**config.mk**
```make
export PLATFORM = sky130hd
export DESIGN_NAME = calo_tower_isolation_counter_unit
export DESIGN_NICKNAME = d
export VERILOG_FILES = /design/src/rtl/cti_pkg.sv /design/src/rtl/calo_tower_isolation_counter_unit.sv
export SDC_FILE = /design/constraint.sdc
export NUM_CORES = 2
export LEC_CHECK = 0
export ABC_AREA = 1
export BUFFER_PORTS_ARGS = -buffer_cell sky130_fd_sc_hd__buf_2
export CAP_MARGIN = 5
export CORE_ASPECT_RATIO = 0.7
export CORE_UTILIZATION = 55
export CTS_CLUSTER_DIAMETER = 50
export CTS_CLUSTER_SIZE = 28
export DETAILED_ROUTE_END_ITERATION = 7
export GPL_TIMING_DRIVEN = 0
export HOLD_SLACK_MARGIN = 0.05
export PLACE_DENSITY_LB_ADDON = 0.3
export SLEW_MARGIN = 15
export SYNTH_ARGS = -nofsm -noshare
export SYNTH_HDL_FRONTEND = slang
export SYNTH_SLANG_ARGS = --single-unit
export TNS_END_PERCENT = 100
```
**constraint.sdc**
```tcl
create_clock -name clk -period 15.75 [get_ports clk]
set_clock_uncertainty 0.15 [all_clocks]
set_input_delay 0.7875 -clock clk [delete_from_list [all_inputs] [get_ports clk]]
set_output_delay 0.7875 -clock clk [all_outputs]
set_load 0.02 [all_outputs]
```
**src/rtl/cti_pkg.sv**
```systemverilog
package cti_pkg;

  localparam int ETA_W       = 14;
  localparam int PHI_W       = 13;
  localparam int EN_W        = 16;
  localparam int COUNT_W     = 13;
  localparam int SUM_W       = 28;
  localparam int DIST_W      = 29;
  localparam int DIST_OUT_W  = 28;
  localparam int RADIUS_W    = 30;
  localparam int VALUE_W     = 29;
  localparam int KIND_W      = 5;
  localparam int NUM_E_CUTS  = 9;
  localparam int NUM_ET_CUTS = 5;
  localparam int NUM_COUNTS  = NUM_E_CUTS + NUM_ET_CUTS;
  localparam int NUM_WORDS   = 24;

  // Towers beyond this many in one event are not accumulated.
  localparam int MAX_TOWERS = 4096;

  localparam logic [COUNT_W-1:0]    COUNT_MAX    = '1;
  localparam logic [SUM_W-1:0]      SUM_MAX      = '1;
  localparam logic [DIST_OUT_W-1:0] DIST_OUT_MAX = '1;
  localparam logic [RADIUS_W-1:0]   RADIUS_RESET = 30'd94372;

  localparam logic [PHI_W-1:0]      PI_FIX     = 13'd3217;
  localparam logic signed [13:0]    TWO_PI_FIX = 14'sd6434;

  // Summary word codes.
  localparam logic [KIND_W-1:0] KIND_TOWERS    = 5'd14;
  localparam logic [KIND_W-1:0] KIND_SUM       = 5'd15;
  localparam logic [KIND_W-1:0] KIND_MAX_E     = 5'd16;
  localparam logic [KIND_W-1:0] KIND_MAX_ET    = 5'd20;
  localparam logic [KIND_W-1:0] KIND_LAST      = 5'd23;

  localparam logic [EN_W-1:0] E_CUT [NUM_E_CUTS] = '{
    16'd10, 16'd20, 16'd30, 16'd40, 16'd50, 16'd60, 16'd70, 16'd80, 16'd90
  };
  localparam logic [EN_W-1:0] ET_CUT [NUM_ET_CUTS] = '{
    16'd1, 16'd2, 16'd5, 16'd10, 16'd20
  };

  typedef struct packed {
    logic                    valid;
    logic [EN_W-1:0]         quantity;
    logic signed [ETA_W-1:0] eta;
    logic signed [PHI_W-1:0] phi;
    logic [DIST_OUT_W-1:0]   distance;
  } record_t;

  // Squared eta-phi distance with a single phi wrap step.
  function automatic logic [DIST_W-1:0] dist_sq(
    input logic signed [ETA_W-1:0] eta,
    input logic signed [PHI_W-1:0] phi,
    input logic signed [ETA_W-1:0] ref_eta,
    input logic signed [PHI_W-1:0] ref_phi
  );
    logic signed [ETA_W:0]   de;
    logic signed [PHI_W:0]   dp;
    logic signed [PHI_W:0]   dp_neg;
    logic [PHI_W-1:0]        dp_abs;
    logic signed [PHI_W:0]   dp_w;
    logic signed [2*ETA_W+1:0] de_sq;
    logic signed [2*PHI_W+1:0] dp_sq;
    de     = {eta[ETA_W-1], eta} - {ref_eta[ETA_W-1], ref_eta};
    dp     = {phi[PHI_W-1], phi} - {ref_phi[PHI_W-1], ref_phi};
    dp_neg = -dp;
    dp_abs = dp[PHI_W] ? dp_neg[PHI_W-1:0] : dp[PHI_W-1:0];
    if (dp_abs > PI_FIX) begin
      dp_w = TWO_PI_FIX - $signed({1'b0, dp_abs});
    end else begin
      dp_w = $signed({1'b0, dp_abs});
    end
    de_sq = de * de;
    dp_sq = dp_w * dp_w;
    return de_sq[DIST_W-1:0] + {1'b0, dp_sq[2*PHI_W+1:0]};
  endfunction

endpackage

```
**src/rtl/calo_tower_isolation_counter_unit.sv**
```systemverilog
// Channel   Dir  tdata / tuser / tlast
// s_axis    in   tdata: eta, phi, energy, transverse_energy; tuser: mode, electron_select;
//                tlast: last_tower
// m_axis    out  tdata: value; tuser: kind; tlast: last_word
// cfg       in   cfg_we, cfg_wdata: iso_radius_sq
//
// One input word is taken every cycle unless a tower waits on a held accumulate stage; a tower
// passes an input register, a distance stage and an accumulate stage before the summary starts.
// The 24 summary words leave from a snapshot shift line, one per cycle that m_axis_tready
// allows; a further last tower waits in the accumulate stage until the snapshot is free.
// Reset is synchronous, clears the accumulators and electron positions and sets the
// radius to its default.
module calo_tower_isolation_counter_unit #(
  parameter int MAX_TOWERS = cti_pkg::MAX_TOWERS
) (
  input  logic        clk,
  input  logic        rst,
  input  logic        s_axis_tvalid,
  output logic        s_axis_tready,
  input  logic [63:0] s_axis_tdata,  // eta[13:0], phi[26:14], energy[42:27],
                                     // transverse_energy[58:43], zero fill
  input  logic [1:0]  s_axis_tuser,  // mode[0], electron_select[1]
  input  logic        s_axis_tlast,
  output logic        m_axis_tvalid,
  input  logic        m_axis_tready,
  output logic [31:0] m_axis_tdata,  // value[28:0], zero fill
  output logic [4:0]  m_axis_tuser,  // kind[4:0]
  output logic        m_axis_tlast,
  input  logic        cfg_we,
  input  logic [29:0] cfg_wdata
);

  localparam int ETA_W   = cti_pkg::ETA_W;
  localparam int PHI_W   = cti_pkg::PHI_W;
  localparam int EN_W    = cti_pkg::EN_W;
  localparam int COUNT_W = cti_pkg::COUNT_W;
  localparam int SUM_W   = cti_pkg::SUM_W;
  localparam int DIST_W  = cti_pkg::DIST_W;
  localparam int VALUE_W = cti_pkg::VALUE_W;
  localparam int KIND_W  = cti_pkg::KIND_W;
  localparam int NWORDS  = cti_pkg::NUM_WORDS;
  localparam int NCOUNT  = cti_pkg::NUM_COUNTS;
  localparam int NECUT   = cti_pkg::NUM_E_CUTS;
  localparam int NETCUT  = cti_pkg::NUM_ET_CUTS;

  logic [cti_pkg::RADIUS_W-1:0] iso_radius_sq;
  logic signed [ETA_W-1:0] electron_eta [2];
  logic signed [PHI_W-1:0] electron_phi [2];

  // Input register.
  logic                    s1_valid;
  logic                    s1_mode;
  logic                    s1_sel;
  logic signed [ETA_W-1:0] s1_eta;
  logic signed [PHI_W-1:0] s1_phi;
  logic [EN_W-1:0]         s1_e;
  logic [EN_W-1:0]         s1_et;
  logic                    s1_last;

  // Accumulate stage register.
  logic                    s2_valid;
  logic signed [ETA_W-1:0] s2_eta;
  logic signed [PHI_W-1:0] s2_phi;
  logic [EN_W-1:0]         s2_e;
  logic [EN_W-1:0]         s2_et;
  logic                    s2_last;
  logic [DIST_W-1:0]       s2_dist;

  // Event accumulators.
  logic [COUNT_W-1:0] threshold_counts [NCOUNT];
  logic [COUNT_W-1:0] tower_count;
  logic [SUM_W-1:0]   energy_sum;
  cti_pkg::record_t   max_energy_record;
  cti_pkg::record_t   max_et_record;

  // Summary snapshot and emission.
  logic [VALUE_W-1:0] snap [NWORDS];
  logic               snap_busy;
  logic [KIND_W-1:0]  emit_index;

  logic adv1, adv2, s2_free, emit;
  logic [DIST_W-1:0] d0, d1, s1_dist;

  logic               tower_taken, extra;
  logic [cti_pkg::DIST_OUT_W-1:0] dist_sat;
  logic [COUNT_W-1:0] counts_next [NCOUNT];
  logic [COUNT_W-1:0] tower_count_next;
  logic [SUM_W:0]     sum_wide;
  logic [SUM_W-1:0]   energy_sum_next;
  cti_pkg::record_t   max_energy_record_next;
  cti_pkg::record_t   max_et_record_next;
  logic [VALUE_W-1:0] snap_next [NWORDS];

  function automatic logic [COUNT_W-1:0] bump(input logic [COUNT_W-1:0] c);
    return (c != cti_pkg::COUNT_MAX) ? c + 1'b1 : c;
  endfunction

  function automatic cti_pkg::record_t take_record(
    input cti_pkg::record_t                r,
    input logic [EN_W-1:0]                 q,
    input logic signed [ETA_W-1:0]         eta,
    input logic signed [PHI_W-1:0]         phi,
    input logic [cti_pkg::DIST_OUT_W-1:0]  d
  );
    cti_pkg::record_t n;
    n = r;
    if (!r.valid || q > r.quantity) begin
      n.valid    = 1'b1;
      n.quantity = q;
      n.eta      = eta;
      n.phi      = phi;
      n.distance = d;
    end
    return n;
  endfunction

  function automatic logic [VALUE_W-1:0] record_word(
    input cti_pkg::record_t r,
    input logic [1:0]       part
  );
    logic [VALUE_W-1:0] w;
    case (part)
      2'd0:    w = VALUE_W'(r.quantity);
      2'd1:    w = {{(VALUE_W-ETA_W){r.eta[ETA_W-1]}}, r.eta};
      2'd2:    w = {{(VALUE_W-PHI_W){r.phi[PHI_W-1]}}, r.phi};
      default: w = VALUE_W'(r.distance);
    endcase
    return r.valid ? w : '0;
  endfunction

  // Handshake and stage advance.
  assign adv2          = s2_valid && !(s2_last && snap_busy);
  assign s2_free       = !s2_valid || adv2;
  assign adv1          = s1_valid && (!s1_mode || s2_free);
  assign s_axis_tready = !s1_valid || adv1;
  assign emit          = snap_busy && (!m_axis_tvalid || m_axis_tready);

  // Distance stage.
  always_comb begin
    d0      = cti_pkg::dist_sq(s1_eta, s1_phi, electron_eta[0], electron_phi[0]);
    d1      = cti_pkg::dist_sq(s1_eta, s1_phi, electron_eta[1], electron_phi[1]);
    s1_dist = (d0 < d1) ? d0 : d1;
  end

  // Accumulate stage.
  always_comb begin
    tower_taken = 32'(tower_count) < 32'(MAX_TOWERS);
    extra       = {1'b0, s2_dist} > iso_radius_sq;
    dist_sat    = (s2_dist > DIST_W'(cti_pkg::DIST_OUT_MAX)) ? cti_pkg::DIST_OUT_MAX
                                                           : s2_dist[cti_pkg::DIST_OUT_W-1:0];
    sum_wide    = {1'b0, energy_sum} + (SUM_W+1)'(s2_e);

    counts_next            = threshold_counts;
    tower_count_next       = tower_count;
    energy_sum_next        = energy_sum;
    max_energy_record_next = max_energy_record;
    max_et_record_next     = max_et_record;

    if (tower_taken) begin
      tower_count_next = bump(tower_count);
      energy_sum_next  = (sum_wide > {1'b0, cti_pkg::SUM_MAX}) ? cti_pkg::SUM_MAX
                                                               : sum_wide[SUM_W-1:0];
      max_energy_record_next = take_record(max_energy_record, s2_e, s2_eta, s2_phi, dist_sat);
      max_et_record_next     = take_record(max_et_record, s2_et, s2_eta, s2_phi, dist_sat);
      if (extra) begin
        for (int i = 0; i < NECUT; i++) begin
          if (s2_e > cti_pkg::E_CUT[i]) begin
            counts_next[i] = bump(threshold_counts[i]);
          end
        end
        for (int i = 0; i < NETCUT; i++) begin
          if (s2_et > cti_pkg::ET_CUT[i]) begin
            counts_next[NECUT+i] = bump(threshold_counts[NECUT+i]);
          end
        end
      end
    end

    // Summary words as they stand after this tower.
    for (int i = 0; i < NCOUNT; i++) begin
      snap_next[i] = VALUE_W'(counts_next[i]);
    end
    snap_next[cti_pkg::KIND_TOWERS] = VALUE_W'(tower_count_next);
    snap_next[cti_pkg::KIND_SUM]    = VALUE_W'(energy_sum_next);
    for (int i = 0; i < 4; i++) begin
      snap_next[int'(cti_pkg::KIND_MAX_E) + i]  = record_word(max_energy_record_next, 2'(i));
      snap_next[int'(cti_pkg::KIND_MAX_ET) + i] = record_word(max_et_record_next, 2'(i));
    end
  end

  always_ff @(posedge clk) begin
    if (rst) begin
      iso_radius_sq     <= cti_pkg::RADIUS_RESET;
      electron_eta[0]   <= '0;
      electron_eta[1]   <= '0;
      electron_phi[0]   <= '0;
      electron_phi[1]   <= '0;
      s1_valid          <= 1'b0;
      s2_valid          <= 1'b0;
      for (int i = 0; i < NCOUNT; i++) begin
        threshold_counts[i] <= '0;
      end
      tower_count       <= '0;
      energy_sum        <= '0;
      max_energy_record <= '0;
      max_et_record     <= '0;
      snap_busy         <= 1'b0;
      emit_index        <= '0;
      m_axis_tvalid     <= 1'b0;
    end else begin
      if (cfg_we) begin
        iso_radius_sq <= cfg_wdata;
      end

      if (s_axis_tready) begin
        s1_valid <= s_axis_tvalid;
        s1_mode  <= s_axis_tuser[0];
        s1_sel   <= s_axis_tuser[1];
        s1_eta   <= s_axis_tdata[13:0];
        s1_phi   <= s_axis_tdata[26:14];
        s1_e     <= s_axis_tdata[42:27];
        s1_et    <= s_axis_tdata[58:43];
        s1_last  <= s_axis_tlast;
      end

      // An electron load ends in the input stage.
      if (adv1 && !s1_mode) begin
        electron_eta[s1_sel] <= s1_eta;
        electron_phi[s1_sel] <= s1_phi;
      end

      if (s2_free) begin
        s2_valid <= adv1 && s1_mode;
        s2_eta   <= s1_eta;
        s2_phi   <= s1_phi;
        s2_e     <= s1_e;
        s2_et    <= s1_et;
        s2_last  <= s1_last;
        s2_dist  <= s1_dist;
      end

      if (adv2) begin
        if (s2_last) begin
          for (int i = 0; i < NCOUNT; i++) begin
            threshold_counts[i] <= '0;
          end
          tower_count       <= '0;
          energy_sum        <= '0;
          max_energy_record <= '0;
          max_et_record     <= '0;
          snap_busy         <= 1'b1;
        end else begin
          threshold_counts  <= counts_next;
          tower_count       <= tower_count_next;
          energy_sum        <= energy_sum_next;
          max_energy_record <= max_energy_record_next;
          max_et_record     <= max_et_record_next;
        end
      end

      if (emit) begin
        m_axis_tvalid <= 1'b1;
        if (emit_index == cti_pkg::KIND_LAST) begin
          emit_index <= '0;
          snap_busy  <= 1'b0;
        end else begin
          emit_index <= emit_index + 1'b1;
        end
      end else if (m_axis_tready) begin
        m_axis_tvalid <= 1'b0;
      end
    end
  end

  // Snapshot shift line and output payload.
  always_ff @(posedge clk) begin
    if (adv2 && s2_last) begin
      snap <= snap_next;
    end else if (emit) begin
      for (int i = 0; i < NWORDS - 1; i++) begin
        snap[i] <= snap[i+1];
      end
    end
    if (emit) begin
      m_axis_tdata <= {(32-VALUE_W)'(0), snap[0]};
      m_axis_tuser <= emit_index;
      m_axis_tlast <= (emit_index == cti_pkg::KIND_LAST);
    end
  end

endmodule
```
; ---- After elaboration in Yosys (flattened, before gate mapping)
; Memories as Yosys holds them, arrays and structs flattened.
; Cells that the tools add are included.
[word_totals]
inputBits = 102
ramBits = 54
memories = 2
elab_cells = 264
regBits = 1288
[classes]
n_eq_ne = 16
n_mul = 4
reduce_logical = 26
addsub = 27
bitwise_logic = 1
mux = 76
order_cmp = 23
[mem_list]
columns = memory, words, word_bits, rd, rd_clocked_by_memory_dff, wr, line
row1 = electron_eta, 2, 14, 2, 0, 2, calo_tower_isolation_counter_unit.sv:47  ; logic signed [ETA_W-1:0] electron_eta [2];
row2 = electron_phi, 2, 13, 2, 0, 2, calo_tower_isolation_counter_unit.sv:48  ; logic signed [PHI_W-1:0] electron_phi [2];
[ops]
columns = cell, count
row1 = $mux 651, 2
row2 = $mux 182, 3
row3 = $mux 13, 34
row4 = $mux 72, 6
row5 = $add 13x1->13 const B, 15
row6 = $ne 13x13->1 const B, 15
row7 = $mux 29, 5
row8 = $mux 28, 5
row9 = $add 29x28->29, 2
row10 = $gt 29x28->1 const B, 2
row11 = $mul 15x15->29, 2
row12 = $mul 14x14->28, 2
row13 = $gt 16x5->1 const B, 3
row14 = $gt 16x6->1 const B, 3
row15 = $gt 16x7->1 const B, 3
row16 = $mux 14, 3
row17 = $gt 16x16->1, 2
row18 = $gt 16x4->1 const B, 2
row19 = $mux 16, 2
row20 = $gt 29x30->1, 1
row21 = $sub 14x14->15, 2
row22 = $add 28x16->29, 1
row23 = $lt 29x29->1, 1
row24 = $sub 13x13->14, 2
row25 = 19 further kinds, 55

; ---- Logic depth before layout (Yosys ltp)
[logic_depth]
ltp_word = 12
depth_mapped = 79
depth_no_buf = 77

; ---- Worst setup path before layout
; OpenSTA, ideal clock, no wires.
[synth_path]
path_type = reg-to-reg
startpoint = register s2_last
endpoint = register snap[100] in the netlist's numbering, enable pin
setup_ns = 0.956
required_ns = 14.644
arrival_time_ns = 12.994
path_stages_with_launch = 5
synth_period_minus_slack_ns = 14.101
setup_slack_ns = 1.649
path_cell_list = edfxtp_1 a21oi_1 nand2_1 nand2_1 clkbuf_1
[synth_via]
elab_chain_cells = 5
[synth_lines]
columns = item, line
row1 = start: declaration, calo_tower_isolation_counter_unit.sv:66  ; logic s2_last;
row2 = start signal: assignment, calo_tower_isolation_counter_unit.sv:238  ; s2_last <= s1_last;
row3 = $logic_and 1x1->1, calo_tower_isolation_counter_unit.sv:132  ; assign adv2 = s2_valid && !(s2_last && snap_busy);
row4 = $logic_not 1->1, calo_tower_isolation_counter_unit.sv:132
row5 = $logic_and 1x1->1, calo_tower_isolation_counter_unit.sv:132
row6 = $logic_and 1x1->1 *, calo_tower_isolation_counter_unit.sv:277  ; if (adv2 && s2_last) begin
row7 = $reduce_bool 2->1 (no line) *, n/a
row8 = end signal: assignment, calo_tower_isolation_counter_unit.sv:278  ; snap <= snap_next;
row9 = end signal: indexed assignment, calo_tower_isolation_counter_unit.sv:281  ; snap[i] <= snap[i+1];
row10 = end: declaration, calo_tower_isolation_counter_unit.sv:77  ; logic [VALUE_W-1:0] snap [NWORDS];
; Every way passes the cells marked *; elsewhere a longest branch is shown, timed or not.
; A chain may end at the register's enable or synchronous reset.

; ---- Worst setup path after layout
[layout_path]
startpoint = register s1_phi[0]
endpoint = register s2_dist[26], data pin
[layout_via]
elab_chain_cells = 9
elab_cells_between_ends = 18
cone_classes = add/sub: 8 / mul: 2 / order compare: 3 / mux: 5
[layout_lines]
columns = item, line
row1 = start: declaration, calo_tower_isolation_counter_unit.sv:55  ; logic signed [PHI_W-1:0] s1_phi;
row2 = start signal: assignment, calo_tower_isolation_counter_unit.sv:220  ; s1_phi <= s_axis_tdata[26:14];
row3 = $sub 13x13->14, cti_pkg.sv:66  ; dp = {phi[PHI_W-1], phi} - {ref_phi[PHI_W-1], ref_phi};
row4 = $neg 13->13, cti_pkg.sv:67  ; dp_neg = -dp;
row5 = $mux 13, cti_pkg.sv:68  ; dp_abs = dp[PHI_W] ? dp_neg[PHI_W-1:0] : dp[PHI_W-1:0];
row6 = $sub 13x13->14 or $gt 13x12->1 (tied branches), "cti_pkg.sv:70, cti_pkg.sv:69"
row7 = $mux 14, cti_pkg.sv:69  ; if (dp_abs > PI_FIX) begin
row8 = $mul 14x14->28, cti_pkg.sv:75  ; dp_sq = dp_w * dp_w;
row9 = $add 29x28->29, cti_pkg.sv:76  ; return de_sq[DIST_W-1:0] + {1'b0, dp_sq[2*PHI_W+1:0]};
row10 = $lt 29x29->1, calo_tower_isolation_counter_unit.sv:142  ; s1_dist = (d0 < d1) ? d0 : d1;
row11 = $mux 29 *, calo_tower_isolation_counter_unit.sv:142
row12 = via s1_dist[26], calo_tower_isolation_counter_unit.sv:82  ; logic [DIST_W-1:0] d0, d1, s1_dist;
row13 = end signal: assignment, calo_tower_isolation_counter_unit.sv:239  ; s2_dist <= s1_dist;
row14 = end: declaration, calo_tower_isolation_counter_unit.sv:67  ; logic [DIST_W-1:0] s2_dist;
; The timed path passes the listed nets; every way through them passes the cells marked *.

==> impl_metrics.tcl <==
set metrics [dict create \
    synth_top_area_frac 0.2230 \
    drive_above_1_share 0.05724 \
    rows 126 \
    cts.sinks 1341 \
    crit_start "s1_phi[0]" \
    drc 0 \
    clk_latency_ps 790 \
    place.gp.congestion 0.9870 \
    grt_overflow 0 \
    cap_viol_max_count 0 \
    ys_top_cells_by_count "nand2_1 (2,267), inv_1 (2,125), fa_1 (792)" \
    ios 142 \
    hold-worst-slack_ps 74.60 \
    dr_wl_met3_um 34390 \
    cpMostUsedCell "nand2_1" \
    reg2reg_from "s1_phi[0]" \
    avgSynthCellArea_um2 8.437 \
    min_period_over_period 0.9539 \
    num_vias 77786 \
    max_slew_margin 0.04971 \
    die-height_um 346.8 \
    root_buffer "clkbuf_16" \
    dp_hpwl_um 229400 \
    wl_met1_um 131000 \
    fmax_mhz 66.56 \
    highest_layer "met5" \
    crit_arrival_ps 15290 \
    min-delay-start "s_axis_tdata[13]" \
    grt_use_total 0.3368 \
    critical_path_required_ps 16020 \
    synth_area_mm2 0.09344 \
    crit_slowest_cell "fa_1" \
    placed_area_mm2 0.09735 \
    ant_nets 0 \
    crit_type "reg -> reg" \
    synth_top_cell_by_area "edfxtp_1" \
    grt_pass1_wl_um 440000 \
    cts_tree "yes" \
    design_area_mm2 0.1022 \
    fill_cells 14600 \
    status "finished, final reports clean" \
    port_buffers 132 \
    yosysSeqAreaShare 0.3617 \
    hold_viol 0 \
    synthCells 11074 \
    crit_fanout 10 \
    drv_slew 0 \
    dp.cells 13469 \
    setup_ws_ps 725.3 \
    firstDrtPassIters 6 \
    cp-start-kind "register" \
    finalNetCount 12784 \
    wl_per_cell_um 20.96 \
    regArea_mm2 0.03379 \
    yosys-top-cells-area "edfxtp_1 (22%), fa_1 (17%), dfxtp_1 (14%), nand2_1 (9.1%), inv_1 (8.5%)" \
    dieArea_mm2 0.1716 \
    synth-seq-cells 1341 \
    start_util 0.5539 \
    via_per_inst 5.660 \
    cp-end-kind "register" \
    ctsLongestPathBuffers 3 \
    yosys.cell_count.top_type "nand2_1" \
    grt_antenna_before_repair 20 \
    max_stage_delay_ps 560 \
    die_w_um 494.6 \
    path_clk_slew_ps 90 \
    grt_pass1_vias 74182 \
    min_path_type "in -> reg" \
    tightest_slew_ps 1411 \
    wl_met2_um 114900 \
    fin_cells 13743 \
    finalSetupViolCount 0 \
    synth-edff-count 694 \
    core_area_mm2 0.1687 \
    grt_max_degree 59 \
    place_worst_setup_slack_ps -485.7 \
    multiInputGateArea_mm2 0.05015 \
    wl_um 288100 \
    synth_ff_type "edfxtp_1" \
    synthDistinctLibCells 63 \
    async_reset_ff_frac 0 \
    ys.warnings.count 0 \
    syn_to_final_growth_pct 9.345 \
    htreeDepth 3 \
    fin_crit_ps 15020 \
    dr.first_iter.drc_count 9438 \
    cts_buffers 100 \
]
## repair_timing
item                                    4_1_cts  5_1_grt
hold buffers                                 57        0
endpoints found under the setup margin       27       29
pin swaps                                     3       16
gates resized for setup                      13       60
buffers inserted                              3       16
gates cloned                                  0        1
hold endpoints to repair                     57        0
## metal layers
layer | up-vias | global-route usage
met5 | - | 0
met4 | 8 | 0.08195
met3 | 428 | 0.08166
met2 | 3749 | 0.4657
met1 | 37789 | 0.5229
li1 | 35812 | -
## layout make-up
type | count | share of cell area
Antenna cell | 7 | 0.0001715
Buffer | 405 | 0.01592
Clock buffer | 105 | 0.02508
Clock inverter | 85 | 0.01257
Inverter | 2166 | 0.07979
Multi-Input combinational cell | 7168 | 0.4909
Sequential cell | 1341 | 0.3308
Tap cell | 2240 | 0.02743
Timing Repair Buffer | 226 | 0.01738
## through the flow
step | util | setup TNS [ps]
global placement | 0.5745 | -2448030
floorplan | - | 0
CTS | 0.6038 | 0
detailed placement | 0.5771 | -11900
global route | 0.6056 | -250.8
finish | 0.6057 | 0
## critical path, delay by kind of cell (launching register included)
kind,cells,cell delay [ps]
AO/OA/AOI/OAI,11,2300
adder cells (fa/ha/maj),15,6530
AND/OR/NAND/NOR,23,2870
XOR/XNOR,3,950
flip-flops,1,450
buffers and inverters,13,1400
## logic make-up after synthesis
logic type               share of synthesized area
AND/OR/NAND/NOR                             0.1809
adder cells (fa/ha/maj)                     0.2342
other                                   0.00008038
XOR/XNOR                                   0.02409
multiplexers                             0.0001071
AO/OA/AOI/OAI                              0.09467
buffers and inverters                       0.1043
flip-flops                                  0.3617
## placed cells by master (no fill, tap or decap), types with 26 or more instances in the layout
| cell type | count |
|---|---|
| inv_1 | 2120 |
| buf_2 | 143 |
| xor2_1 | 161 |
| dfxtp_1 | 647 |
| nor2_1 | 783 |
| nand2_2 | 26 |
| nand2_1 | 2266 |
| fa_1 | 791 |
| nor3_1 | 108 |
| buf_1 | 41 |
| buf_4 | 27 |
| ha_1 | 480 |
| clkbuf_1 | 334 |
| nor2_2 | 29 |
| nand4_1 | 65 |
| a22o_1 | 31 |
| or2_2 | 114 |
| edfxtp_1 | 694 |
| dlygate4sd3_1 | 57 |
| nand3_1 | 569 |
| a21oi_1 | 492 |
| o21ai_0 | 578 |
| clkbuf_16 | 101 |
| o22ai_1 | 297 |
| nor4_1 | 44 |
| inv_2 | 30 |
| xnor2_1 | 79 |
## flip-flops by register name, summed over array words and instances (netlist names), 16 cells and up
| signal | count |
|---|---|
| snap | 695 |
| s1_e | 16 |
| m_axis_tdata | 29 |
| s1_et | 16 |
| s2_dist | 29 |
| electron_phi | 26 |
| threshold_counts | 182 |
| max_et_record | 72 |
| max_energy_record | 72 |
| s2_et | 16 |
| s2_e | 16 |
| iso_radius_sq | 30 |
| energy_sum | 28 |
| electron_eta | 28 |
## final timing paths
check | to | slack (ps) | cells after the start
setup reg to reg | s2_dist[26] | 730 | 65
setup / recovery | s2_dist[26] | 730 | 65
hold reg to reg | s2_e[12] | 240 | 0
hold / removal | s1_eta[13] | 70 | 1
Power is left out: the tool's default activity adds up to more than one toggle a clock period on the data nets, which glitch-free logic cannot reach.
